## src/rtl/core/assert_macros.svh

```systemverilog
// Assertion macros shared by the core RTL.
// No dependencies; compiled out when SYNTH is defined.
`ifndef ASSERT_MACROS_SVH
`define ASSERT_MACROS_SVH

`ifndef SYNTH

`define ASSERT_IMPL(label, clk, rst_n, ante, cons) \
  label: assert property (@(posedge clk) disable iff (!rst_n) (ante) |-> (cons)) \
    else $error("assertion failed");

`define ASSERT_NEXT(label, clk, rst_n, ante, cons) \
  label: assert property (@(posedge clk) disable iff (!rst_n) (ante) |=> (cons)) \
    else $error("assertion failed");

`else

`define ASSERT_IMPL(label, clk, rst_n, ante, cons)

`define ASSERT_NEXT(label, clk, rst_n, ante, cons)

`endif

`endif

```

## src/rtl/core/cor_pkg.sv

```systemverilog
// Shared constants and types for the circle outline rasterizer core.
// No dependencies.
package cor_pkg;

  localparam int COORD_WIDTH = 12;
  localparam int OFS_W       = COORD_WIDTH - 1;
  localparam int ERR_W       = COORD_WIDTH + 2;
  localparam int PIX_W       = COORD_WIDTH + 1;

  localparam logic MODE_START = 1'b0;
  localparam logic MODE_STEP  = 1'b1;

  localparam logic [2:0] OCT_LAST = 3'd7;

  // one emitting item: offset around an origin, eight pixels
  typedef struct packed {
    logic signed [COORD_WIDTH-1:0] origin_x;
    logic signed [COORD_WIDTH-1:0] origin_y;
    logic        [OFS_W-1:0]       ofs_x;
    logic        [OFS_W-1:0]       ofs_y;
    logic                          done;
  } job_t;

endpackage

```

## src/rtl/core/cor_emit.sv

```systemverilog
// Octant emitter: holds one job and sends its eight reflected pixels,
// one per cycle while out_ready allows, through a registered result stage. Depends on cor_pkg.
module cor_emit import cor_pkg::*; (
  input  logic                    clk,
  input  logic                    rst_n,
  input  logic                    job_valid,
  input  job_t                    job,
  output logic                    job_ready,
  output logic                    out_valid,
  input  logic                    out_ready,
  output logic signed [PIX_W-1:0] out_pixel_x,
  output logic signed [PIX_W-1:0] out_pixel_y,
  output logic                    out_last_of_step,
  output logic                    out_circle_done
);

  job_t                    job_r;
  logic                    busy_r;
  logic [2:0]              cnt_r;
  logic                    out_valid_r;
  logic signed [PIX_W-1:0] px_r, py_r;
  logic                    last_r, done_r;

  logic                    out_free;
  logic                    adv;
  logic [PIX_W-1:0]        a_ext, b_ext;
  logic signed [PIX_W-1:0] ox_ext, oy_ext;
  logic signed [PIX_W-1:0] px_nxt, py_nxt;

  assign out_free  = !out_valid_r || out_ready;
  assign adv       = busy_r && out_free;
  assign job_ready = !busy_r || (out_free && (cnt_r == OCT_LAST));

  // cnt[2] swaps x/y, cnt[1] negates the column term, cnt[0] the row term
  always_comb begin
    a_ext  = {2'b00, (cnt_r[2] ? job_r.ofs_y : job_r.ofs_x)};
    b_ext  = {2'b00, (cnt_r[2] ? job_r.ofs_x : job_r.ofs_y)};
    ox_ext = PIX_W'(job_r.origin_x);
    oy_ext = PIX_W'(job_r.origin_y);
    px_nxt = cnt_r[1] ? (ox_ext - $signed(a_ext)) : (ox_ext + $signed(a_ext));
    py_nxt = cnt_r[0] ? (oy_ext - $signed(b_ext)) : (oy_ext + $signed(b_ext));
  end

  always_ff @(posedge clk) begin
    if (!rst_n) begin
      busy_r      <= 1'b0;
      cnt_r       <= 3'd0;
      out_valid_r <= 1'b0;
    end else begin
      if (out_free) begin
        out_valid_r <= busy_r;
      end
      if (job_valid && job_ready) begin
        busy_r <= 1'b1;
        cnt_r  <= 3'd0;
      end else if (adv) begin
        cnt_r <= cnt_r + 3'd1;
        if (cnt_r == OCT_LAST) begin
          busy_r <= 1'b0;
        end
      end
    end
  end

  always_ff @(posedge clk) begin
    if (job_valid && job_ready) begin
      job_r <= job;
    end
    if (adv) begin
      px_r   <= px_nxt;
      py_r   <= py_nxt;
      last_r <= (cnt_r == OCT_LAST);
      done_r <= (cnt_r == OCT_LAST) && job_r.done;
    end
  end

  assign out_valid        = out_valid_r;
  assign out_pixel_x      = px_r;
  assign out_pixel_y      = py_r;
  assign out_last_of_step = last_r;
  assign out_circle_done  = done_r;

endmodule

```

## src/rtl/core/circle_outline_rasterizer_core.sv

```systemverilog
// Circle outline rasterizer top level: midpoint circle state and step math,
// feeding the octant emitter. Depends on cor_pkg, cor_emit, assert_macros.svh.
//
//   channel | ports                                   | dir
//   in      | in_valid/in_ready, mode, center, radius | in
//   out     | out_valid/out_ready, pixel, flags       | out
//
// An emitting item yields eight pixels, one per cycle while out_ready allows;
// the next item can be taken as the eighth enters the single result register.
// A step with no circle active is accepted and emits nothing.
// in_ready drops while a job's pixels are pending; it rises again in the
// cycle the eighth pixel enters the result register.
// Synchronous active-low reset clears the circle state, the emitter's busy flag and out_valid.
`include "assert_macros.svh"

module circle_outline_rasterizer_core import cor_pkg::*; (
  input  logic                          clk,
  input  logic                          rst_n,
  input  logic                          in_valid,
  output logic                          in_ready,
  input  logic                          in_mode,
  input  logic signed [COORD_WIDTH-1:0] in_center_x,
  input  logic signed [COORD_WIDTH-1:0] in_center_y,
  input  logic        [OFS_W-1:0]       in_radius,
  output logic                          out_valid,
  input  logic                          out_ready,
  output logic signed [PIX_W-1:0]       out_pixel_x,
  output logic signed [PIX_W-1:0]       out_pixel_y,
  output logic                          out_last_of_step,
  output logic                          out_circle_done
);

  localparam int EW = ERR_W + 3;

  logic        [OFS_W-1:0]       offset_x_r, offset_x_nxt;
  logic        [OFS_W-1:0]       offset_y_r, offset_y_nxt;
  logic signed [ERR_W-1:0]       err_r, err_nxt;
  logic signed [COORD_WIDTH-1:0] origin_x_r, origin_x_nxt;
  logic signed [COORD_WIDTH-1:0] origin_y_r, origin_y_nxt;
  logic                          active_r;

  logic              accept;
  logic              emit;
  logic              done;
  logic signed [EW-1:0] e1, e2;
  logic        [EW-1:0] ae1, ae2;
  logic              keep_x;
  job_t              job;

  assign accept = in_valid && in_ready;

  always_comb begin
    e1     = EW'(err_r) + $signed({{(EW-OFS_W-1){1'b0}}, offset_y_r, 1'b1});
    e2     = e1 - $signed({{(EW-OFS_W-1){1'b0}}, offset_x_r, 1'b1});
    ae1    = e1[EW-1] ? EW'(-e1) : EW'(e1);
    ae2    = e2[EW-1] ? EW'(-e2) : EW'(e2);
    keep_x = ae1 < ae2;

    if (in_mode == MODE_START) begin
      origin_x_nxt = in_center_x;
      origin_y_nxt = in_center_y;
      offset_x_nxt = in_radius;
      offset_y_nxt = '0;
      err_nxt      = '0;
      emit         = 1'b1;
    end else begin
      origin_x_nxt = origin_x_r;
      origin_y_nxt = origin_y_r;
      offset_x_nxt = keep_x ? offset_x_r : (offset_x_r - OFS_W'(1));
      offset_y_nxt = offset_y_r + OFS_W'(1);
      err_nxt      = keep_x ? e1[ERR_W-1:0] : e2[ERR_W-1:0];
      emit         = active_r;
    end
    done = !(offset_x_nxt > offset_y_nxt);

    job.origin_x = origin_x_nxt;
    job.origin_y = origin_y_nxt;
    job.ofs_x    = offset_x_nxt;
    job.ofs_y    = offset_y_nxt;
    job.done     = done;
  end

  always_ff @(posedge clk) begin
    if (!rst_n) begin
      offset_x_r <= '0;
      offset_y_r <= '0;
      err_r      <= '0;
      origin_x_r <= '0;
      origin_y_r <= '0;
      active_r   <= 1'b0;
    end else if (accept && emit) begin
      offset_x_r <= offset_x_nxt;
      offset_y_r <= offset_y_nxt;
      err_r      <= err_nxt;
      origin_x_r <= origin_x_nxt;
      origin_y_r <= origin_y_nxt;
      active_r   <= !done;
    end
  end

  cor_emit u_emit (
    .clk              (clk),
    .rst_n            (rst_n),
    .job_valid        (accept && emit),
    .job              (job),
    .job_ready        (in_ready),
    .out_valid        (out_valid),
    .out_ready        (out_ready),
    .out_pixel_x      (out_pixel_x),
    .out_pixel_y      (out_pixel_y),
    .out_last_of_step (out_last_of_step),
    .out_circle_done  (out_circle_done)
  );

  `ASSERT_IMPL(a_done_on_last, clk, rst_n, out_valid && out_circle_done, out_last_of_step)
  `ASSERT_NEXT(a_idle_step_holds, clk, rst_n, accept && in_mode == MODE_STEP && !active_r, $stable(offset_x_r) && $stable(offset_y_r) && $stable(err_r) && !active_r)
  `ASSERT_NEXT(a_zero_radius_ends, clk, rst_n, accept && in_mode == MODE_START && in_radius == '0, !active_r)

endmodule
```

## config.mk

```make
export PLATFORM = sky130hd
export DESIGN_NAME = circle_outline_rasterizer_core
export DESIGN_NICKNAME = d
export VERILOG_FILES = /design/src/rtl/core/cor_pkg.sv /design/src/rtl/core/cor_emit.sv /design/src/rtl/core/circle_outline_rasterizer_core.sv
export VERILOG_INCLUDE_DIRS = /design/src /design/src/rtl/core
export SDC_FILE = /design/constraint.sdc
export NUM_CORES = 1
export LEC_CHECK = 0
export BUFFER_PORTS_ARGS = -buffer_cell sky130_fd_sc_hd__buf_2
export CORE_ASPECT_RATIO = 0.7
export CORE_MARGIN = 2
export CORE_UTILIZATION = 64
export CTS_BUF_LIST = sky130_fd_sc_hd__clkbuf_4 sky130_fd_sc_hd__clkbuf_8
export CTS_CLUSTER_DIAMETER = 30
export DETAILED_ROUTE_END_ITERATION = 7
export PLACE_DENSITY = 0.91
export REMOVE_ABC_BUFFERS = 1
export SETUP_SLACK_MARGIN = 0.05
export SLEW_MARGIN = 20
export SYNTH_ARGS = -nofsm -noshare
export SYNTH_HDL_FRONTEND = slang
export SYNTH_HIERARCHICAL = 1
export SYNTH_SLANG_ARGS = --single-unit
```

## constraint.sdc

```tcl
create_clock -name clk -period 7.7 [get_ports clk]
set_clock_uncertainty 0.1 [all_clocks]
set_input_delay 1.155 -clock clk [delete_from_list [all_inputs] [get_ports clk]]
set_output_delay 1.155 -clock clk [all_outputs]
set_load 0.01 [all_outputs]
```

==> results of run 1 <==
## flip-flops by register name, indices dropped and copies added, names as in the netlist, 3 cells and up
register,flops
origin_x_r,12
u_emit/out_pixel_x,13
u_emit/cnt_r,3
u_emit/out_pixel_y,13
offset_y_r,11
offset_x_r,11
u_emit/job_r,47
origin_y_r,12
err_r,14
## critical path, delay by kind of cell (launching register included)
kind | cells | cell delay (ps)
xor+xnor | 1 | 160
flops | 1 | 410
buf+inv | 1 | 130
fa+ha+maj | 4 | 1150
mux | 2 | 440
compound gates | 17 | 3360
simple gates | 10 | 1510
## metal layers
layer	wire, um	GRT usage (%)	vias to the layer above	part of all wire (%)
met1	11700	43.1	4268	43
met4	458	8.13	0	1.7
met2	11900	46.8	491	44
met5	0	0	-	0
li1	-	-	4197	-
met3	3160	10.1	49	12
## power groups by stage
| stage | combinational, uW | clock [uW] | sequential (uW) |
|---|---|---|---|
| CTS | 981 | 630 | 898 |
| global placement | 928 | 0 | 913 |
| detailed placement | 967 | 0 | 915 |
| floorplan | 721 | 0 | 916 |
| finish | 1020 | 631 | 900 |
| global route | 1110 | 664 | 905 |
## placed cells by master (no fill, tap or decap), types with 5 or more instances in the layout
master / n
conb_1: 5
inv_1: 50
buf_4: 24
nand2b_1: 9
mux2_2: 27
a21boi_0: 37
and3_1: 8
o211ai_1: 9
o21ai_0: 45
xnor2_1: 48
a31oi_1: 10
nor2_1: 73
nand3_1: 26
dfxtp_1: 61
nor3_1: 26
and2_1: 12
a21oi_1: 54
o21bai_1: 7
ha_1: 78
o21a_1: 22
nor3b_1: 7
or3_1: 5
nand2_1: 144
mux2i_1: 35
a21o_1: 18
edfxtp_1: 75
o31ai_1: 8
xor2_1: 47
o31a_1: 5
buf_2: 69
clkbuf_8: 18
nand4_1: 6
o21ai_1: 6
nor2b_1: 21
## per-stage QoR
| step | total power (uW) | std cells | instance area (um^2) | hold slack [ps] |
|---|---|---|---|---|
| 2_1_floorplan | 1640 | 1088 | 10200 | 329 |
| 3_3_place_gp | 1840 | 1375 | 11000 | 344 |
| 3_5_place_dp | 1880 | 1375 | 11000 | 350 |
| 4_1_cts | 2510 | 1408 | 11400 | 369 |
| 5_1_grt | 2680 | 1413 | 11500 | 385 |
| 6_report | 2560 | 1413 | 11500 | 366 |
## worst paths after layout
path | endpoint | slack [ps] | depth (start not counted)
setup / recovery | active_r | 310 | 35
hold / removal | origin_x_r[6] | 370 | 2
setup reg to reg | active_r | 310 | 35
hold reg to reg | origin_x_r[6] | 370 | 2
## kinds of logic after synthesis
family	synth area share (%)
adder cells (fa/ha/maj)	10.3
buffers and inverters	3.71
multiplexers	6.43
XOR/XNOR	8.85
other	0.0722
flip-flops	34.3
AO/OA/AOI/OAI	18.8
AND/OR/NAND/NOR	17.5
## what timing repair did
| item | 4_1_cts | 5_1_grt |
|---|---|---|
| gates resized for setup | 0 | 21 |
| endpoints found under the setup margin | 2 | 2 |
| buffers inserted | 1 | 5 |
| pin swaps | 1 | 8 |
## layout make-up
class / instances / area [um^2] / area share, %
Clock buffer: 19 / 255 / 2.21
Clock inverter: 13 / 155 / 1.35
Inverter: 53 / 199 / 1.73
Multi-Input combinational cell: 894 / 6560 / 56.9
Sequential cell: 141 / 3580 / 31.1
Tap cell: 200 / 250 / 2.17
Timing Repair Buffer: 93 / 526 / 4.56
==> metrics.md, run 1 <==
| Metric | Value |
|---|---|
| Critical path type | `flip-flop to flip-flop` |
| Num CTS Buffers | `17` |
| FF-to-FF Start | `offset_y_r[0]` |
| IO buf count | `69` |
| Syn Inst Count | `1,126` |
| Ranking of synthesized cells by area | `edfxtp_1 (22%), dfxtp_1 (13%), ha_1 (9.7%), nand2_1 (5.2%), xnor2_1 (4.1%)` |
| Die Wd | `156 um` |
| Post-synth top flop | `edfxtp_1` |
| Most common cell on crit path | `o21a_1` |
| Vias in the first global route | `8,425` |
| Power Internal | `1600 uW` |
| Hold WC Path Type | `flip-flop to flip-flop` |
| # DRC | `0` |
| Syn_area_per_cell | `9.24 um^2` |
| Pre-CTS setup slack | `68.9 ps` |
| Pre-antenna DRT Iters | `8` |
| Fillers | `1,075` |
| Post-synth EDFFs | `75` |
| Starting DRT DRC Count | `891` |
| Total GRT Usage | `31.1%` |
| Fmax | `135 MHz` |
| Critical path endpoint category | `flip-flop` |
| Core area | `15,700 um^2` |
| Routability Congestion | `0.978` |
| Clock Power Share | `24.7%` |
| Clk slew on worst S/H paths | `90 ps` |
| Sw frac | `37.4%` |
| LEAKAGE | `0.00457 uW` |
| Async SR Flop Fraction | `0%` |
| Area growth syn-to-layout | `10.7%` |
| ANT cells | `0` |
| Total Routed Length | `27.2 mm` |
| Synth top area share | `21.6%` |
| Post-DRT Antenna Nets | `0` |
| Final period util | `96.0%` |
| Cell taking the most area after synthesis | `edfxtp_1` |
| Std cell rows | `38` |
| Deepest level of the CTS H-tree | `4` |
| DR vias | `9,005` |
| Via/cell ratio | `6.37` |
| Critical Path Start | `offset_y_r[0]` |
| Comb pwr share | `40.1%` |
| Cts hold-fix bufs | `0` |
| Hold path startpoint | `origin_x_r[6]` |
| Final hold vios | `0` |
| Post-synth cell types | `96` |
| Die Y | `111 um` |
| Initial core utilization | `66.3%` |
| Setup TNS | `0 ps` |
| Per-cell routed wire length | `19.3 um` |
| Status | `finished clean` |
| Clk buf depth | `2` |
| Overflow after GRT | `0` |
| MaxCap Viol Count | `0` |
| Detailed placer's ending HPWL | `19.4 mm` |
| Worst Tran Pin Value | `788 ps` |
| Slowest CP cell | `o41ai_2` |
| Relative slew slack | `46.9%` |
| Layout cells sized above 1 | `17.6%` |
| Final nets | `1,324` |
| Register area share after synthesis | `34.3%` |
| Die area | `17,300 um^2` |
| Initial antenna violation count | `0` |
| Commonest cells in the netlist | `nand2_1 (144), ha_1 (81), edfxtp_1 (75)` |
| Final worst slack | `311 ps` |
| Clock Latency Late Sink | `470 ps` |
| Sequential cell fraction of total power | `35.2%` |
| Final Setup Violations | `0` |
| PwrDens | `222 nW/um^2` |
| Startpoint types | `flip-flop` |
| Crit-path max cell delay | `440 ps` |
| CTS sink cnt | `141` |
| Critical Path RT | `7940 ps` |
| Fin crit period | `7390 ps` |
| Maximum vdd drop | `184 uV` |
| Syn Std Cell Area | `10,400 um^2` |
| Global-route wire length before repair | `42.5 mm` |
| Slew Limit Fails | `0` |
| NetSw | `957 uW` |
| Clk Tree Root Cell | `clkbuf_8` |
| Synth warn | `6` |
| Util after Layout | `73.4%` |
| Worst EP arrival | `7630 ps` |
| CTS tree | `done` |
| Most frequent cell after synthesis | `nand2_1` |
| Crit-path max FO | `7` |
| Largest net degree at the start of global routing | `57` |
| I/O pins | `70` |
| Yosys reg bits | `141` |
No activity file was read; power rests on OpenSTA's default activity.
==> inputs of run 2 (changes only) <==
- ABC_AREA: default -> 1
==> run 2 against run 1 <==
  * Non-clock buffer count shrank 17
  * Utilization shrank 2.1 points
  * Largest power group unchanged
  * Combinational power grew 25%
  * Design area up 1.5%
  * Worst setup slack gained 610 ps
  * Largest cell class unchanged
  * Fmax up 9.0%
==> metrics.md, run 2 <==
| Metric | Value |
|---|---|
| CTS tree | `done` |
| Total Routed Length | `28.2 mm (+3.6%)` |
| Post-synth cell types | `57 (-41%)` |
| Ranking of synthesized cells by area | `edfxtp_1 (21%), nand2_1 (14%), dfxtp_1 (12%), ha_1 (9.4%), inv_1 (6.8%)` |
| Slowest CP cell | `nand3b_2` |
| Syn Std Cell Area | `10,800 um^2 (+3.8%)` |
| Final Setup Violations | `0 (unchanged)` |
| Commonest non-fill, non-tap cell in the layout | `nand2_1` |
| Final hold vios | `0 (unchanged)` |
| Worst Tran Pin Value | `701 ps (-87.0 ps)` |
| Total GRT Usage | `31.5% (+0.45 points)` |
| Clock Power Share | `22.4% (-2.3 points)` |
| Clock Latency Late Sink | `450 ps (-20 ps)` |
| Regs by FF count | `u_emit/job_r x47, err_r x14` |
| Clk Tree Root Cell | `clkbuf_8` |
| Register area share after synthesis | `33.1% (-1.3 points)` |
| Comb pwr share | `45.0% (+4.9 points)` |
| Post-CTS setup buffer count | `0 (-1)` |
| Fillers | `1,307 (+22%)` |
| Pre-antenna DRT Iters | `6 (-2)` |
| Largest Register | `u_emit/job_r` |
| Crit-path max cell delay | `630 ps (+190 ps)` |
| Core area | `16,400 um^2 (+4.5%)` |
| Hold WC Path Type | `flip-flop to flip-flop` |
| Slew Limit Fails | `0 (unchanged)` |
| Cts hold-fix bufs | `0 (unchanged)` |
| Most common cell on crit path | `nand2_1` |
| Fin cells | `1,792 (+27%)` |
| Setup TNS | `0 ps (unchanged)` |
| Crit-path max FO | `31 (+24)` |
| Grt met3 use | `7.99% (-2.1 points)` |
| Routability Congestion | `0.982 (+0.44%)` |
| Sw frac | `41.6% (+4.1 points)` |
| Die Wd | `159 um (+1.8%)` |
| I/O pins | `70 (unchanged)` |
| Critical path endpoint category | `flip-flop` |
| Vias in the first global route | `9,135 (+8.4%)` |
| GRT Max-Usage Layer | `met1` |
| Worst EP arrival | `6870 ps (-760 ps)` |
| NetSw | `1180 uW (+23%)` |
| Syn Inst Count | `1,497 (+33%)` |
| Synth top area share | `20.8% (-0.79 points)` |
| Synth warn | `6 (unchanged)` |
| Die Y | `113 um (+1.8%)` |
| Commonest non-fill, non-tap cells in the layout | `nand2_1 (414), inv_1 (195), a21oi_1 (112), nand3_1 (101), o21ai_0 (95)` |
| # resized after CTS | `0 (unchanged)` |
| Starting DRT DRC Count | `1,192 (+34%)` |
| IO buf count | `69 (unchanged)` |
| Final period util | `88.1% (-7.9 points)` |
| Critical Path RT | `7790 ps (-150 ps)` |
| Number of placed cells counting well taps | `1,760 (+28%)` |
| Most frequent cell after synthesis | `nand2_1` |
| Detailed placer's ending HPWL | `21.5 mm (+11%)` |
| Yosys reg bits | `141 (unchanged)` |
| Post-DRT Antenna Nets | `0 (unchanged)` |
| Commonest cells in the netlist | `nand2_1 (414), inv_1 (195), a21oi_1 (112)` |
| Async SR Flop Fraction | `0% (unchanged)` |
| Initial antenna violation count | `0 (unchanged)` |
| Multi-input gate area | `6250 um^2 (-4.7%)` |
| Clk buf depth | `2 (unchanged)` |
| Sequential cell fraction of total power | `32.6% (-2.6 points)` |
| Num CTS Buffers | `17 (unchanged)` |
| Per-cell routed wire length | `15.7 um (-18%)` |
| Fin crit period | `6780 ps (-609 ps)` |
| # DRC | `0 (unchanged)` |
| Clk slew on worst S/H paths | `90 ps (about the same)` |
| Initial core utilization | `65.9% (-0.44 points)` |
| Register area | `3570 um^2 (-0.24%)` |
| RSZ-0062 raised after global routing | `false` |
| Syn_area_per_cell | `7.22 um^2 (-22%)` |
| Critical path type | `flip-flop to flip-flop` |
| MaxCap Viol Count | `0 (unchanged)` |
| Via/cell ratio | `5.74 (-9.9%)` |
| Maximum vdd drop | `142 uV (-23%)` |
| DR vias | `10,300 (+14%)` |
| LEAKAGE | `0.00577 uW (+26%)` |
| Power Internal | `1660 uW (+3.5%)` |
| Status | `finished clean` |
| Fmax | `147 MHz (+9.0%)` |
| Area growth syn-to-layout | `8.29%` |
| PwrDens | `242 nW/um^2 (+9.1%)` |
| Met2 Track Usage GR | `46.6% (-0.20 points)` |
| Routing usage on met1 | `46.7% (+3.5 points)` |
| Cell taking the most area after synthesis | `edfxtp_1` |
| ANT cells | `0 (unchanged)` |
| Global-route wire length before repair | `45.2 mm (+6.4%)` |
| Layout cells sized above 1 | `12.1% (-5.5 points)` |
| Relative slew slack | `53.2% (+6.3 points)` |
| Std cell rows | `39 (+2.6%)` |
| Startpoint types | `flip-flop` |
| CTS sink cnt | `141 (unchanged)` |
| Deepest level of the CTS H-tree | `4 (unchanged)` |
| Die area | `18,000 um^2 (+3.7%)` |
| Post-synth EDFFs | `75 (unchanged)` |
| Max reg flops | `47 (unchanged)` |
| Final nets | `1,678 (+27%)` |
| Post-synth top flop | `edfxtp_1` |
| Overflow after GRT | `0 (unchanged)` |
| Largest net degree at the start of global routing | `55 (-3.5%)` |
run 2: cell count changes in the layout (fill, tap and decap cells not counted), sizes merged, moves of 21 or more:
| cell | change |
|---|---|
| a21boi | -34 |
| a21oi | +56 |
| inv | +151 |
| mux2 | -28 |
| mux2i | -35 |
| nand2 | +292 |
| nand3 | +80 |
| nor2 | +25 |
| nor2b | -21 |
| o21a | -24 |
| o21ai | +55 |
| xnor2 | -31 |
run 2: per-layer routing:
layer	vias to the layer above	routed length (um)
li1	5004	-
met1	4687	12600
met2	568	11600
met3	29	3660
met4	0	323
met5	-	0
run 2: critical path: cells and delay by family, from the launching register on:
kind / cells / cell delay (ps)
AND/OR/NAND/NOR: 21 / 2620
adder cells (fa/ha/maj): 4 / 1460
AO/OA/AOI/OAI: 5 / 900
flip-flops: 1 / 500
buffers and inverters: 6 / 490
XOR/XNOR: 2 / 410
run 2: layout make-up:
type	instances	area share, %
tap	225	2.41
sequential	141	30.5
inverter	208	6.70
clock buffer	19	2.13
multi-input combinational	1110	53.4
timing repair buffer	76	3.40
clock inverter	13	1.39
run 2: power by group through the flow:
stage | Sequential, uW | Combinational (uW) | Clock [uW]
2_1_floorplan | 938 | 931 | 0
3_3_place_gp | 936 | 1190 | 0
3_5_place_dp | 939 | 1230 | 0
4_1_cts | 922 | 1240 | 633
5_1_grt | 930 | 1430 | 668
6_report | 924 | 1270 | 634
run 2: per-stage QoR:
| stage | hold slack, ps | area (um^2) | setup WS [ps] | util, % | power (uW) |
|---|---|---|---|---|---|
| after floorplan | 324 | 10600 | 2060 | - | 1870 |
| final | 351 | 11700 | 920 | 71.4 | 2830 |
| after detailed placement | 342 | 11300 | 1120 | 68.8 | 2170 |
| after CTS | 352 | 11700 | 1100 | 71.4 | 2800 |
| after global routing | 377 | 11700 | 278 | 71.4 | 3020 |
| after global placement | 334 | 11300 | 1310 | 68.8 | 2130 |
run 2: final timing paths:
kind / startpoint / end / slack, ps / cells after the start
min reg2reg: origin_y_r[11] / origin_y_r[11] / 350 / 2
max reg2reg: err_r[0] / u_emit/job_r[0] / 920 / 38
max: err_r[0] / u_emit/job_r[0] / 920 / 38
min: origin_y_r[11] / origin_y_r[11] / 350 / 2
run 2: kinds of logic (layout without fill, tap and decap cells):
family	Yosys count	count (layout)	share of synthesized area, %
compound gates	256	256	12.8
fa+ha+maj	84	84	9.94
simple gates	696	696	28.6
xor+xnor	69	69	6.12
buf+inv	249	316	9.34
other cells	2	5	0.0695
flops	141	141	33.1
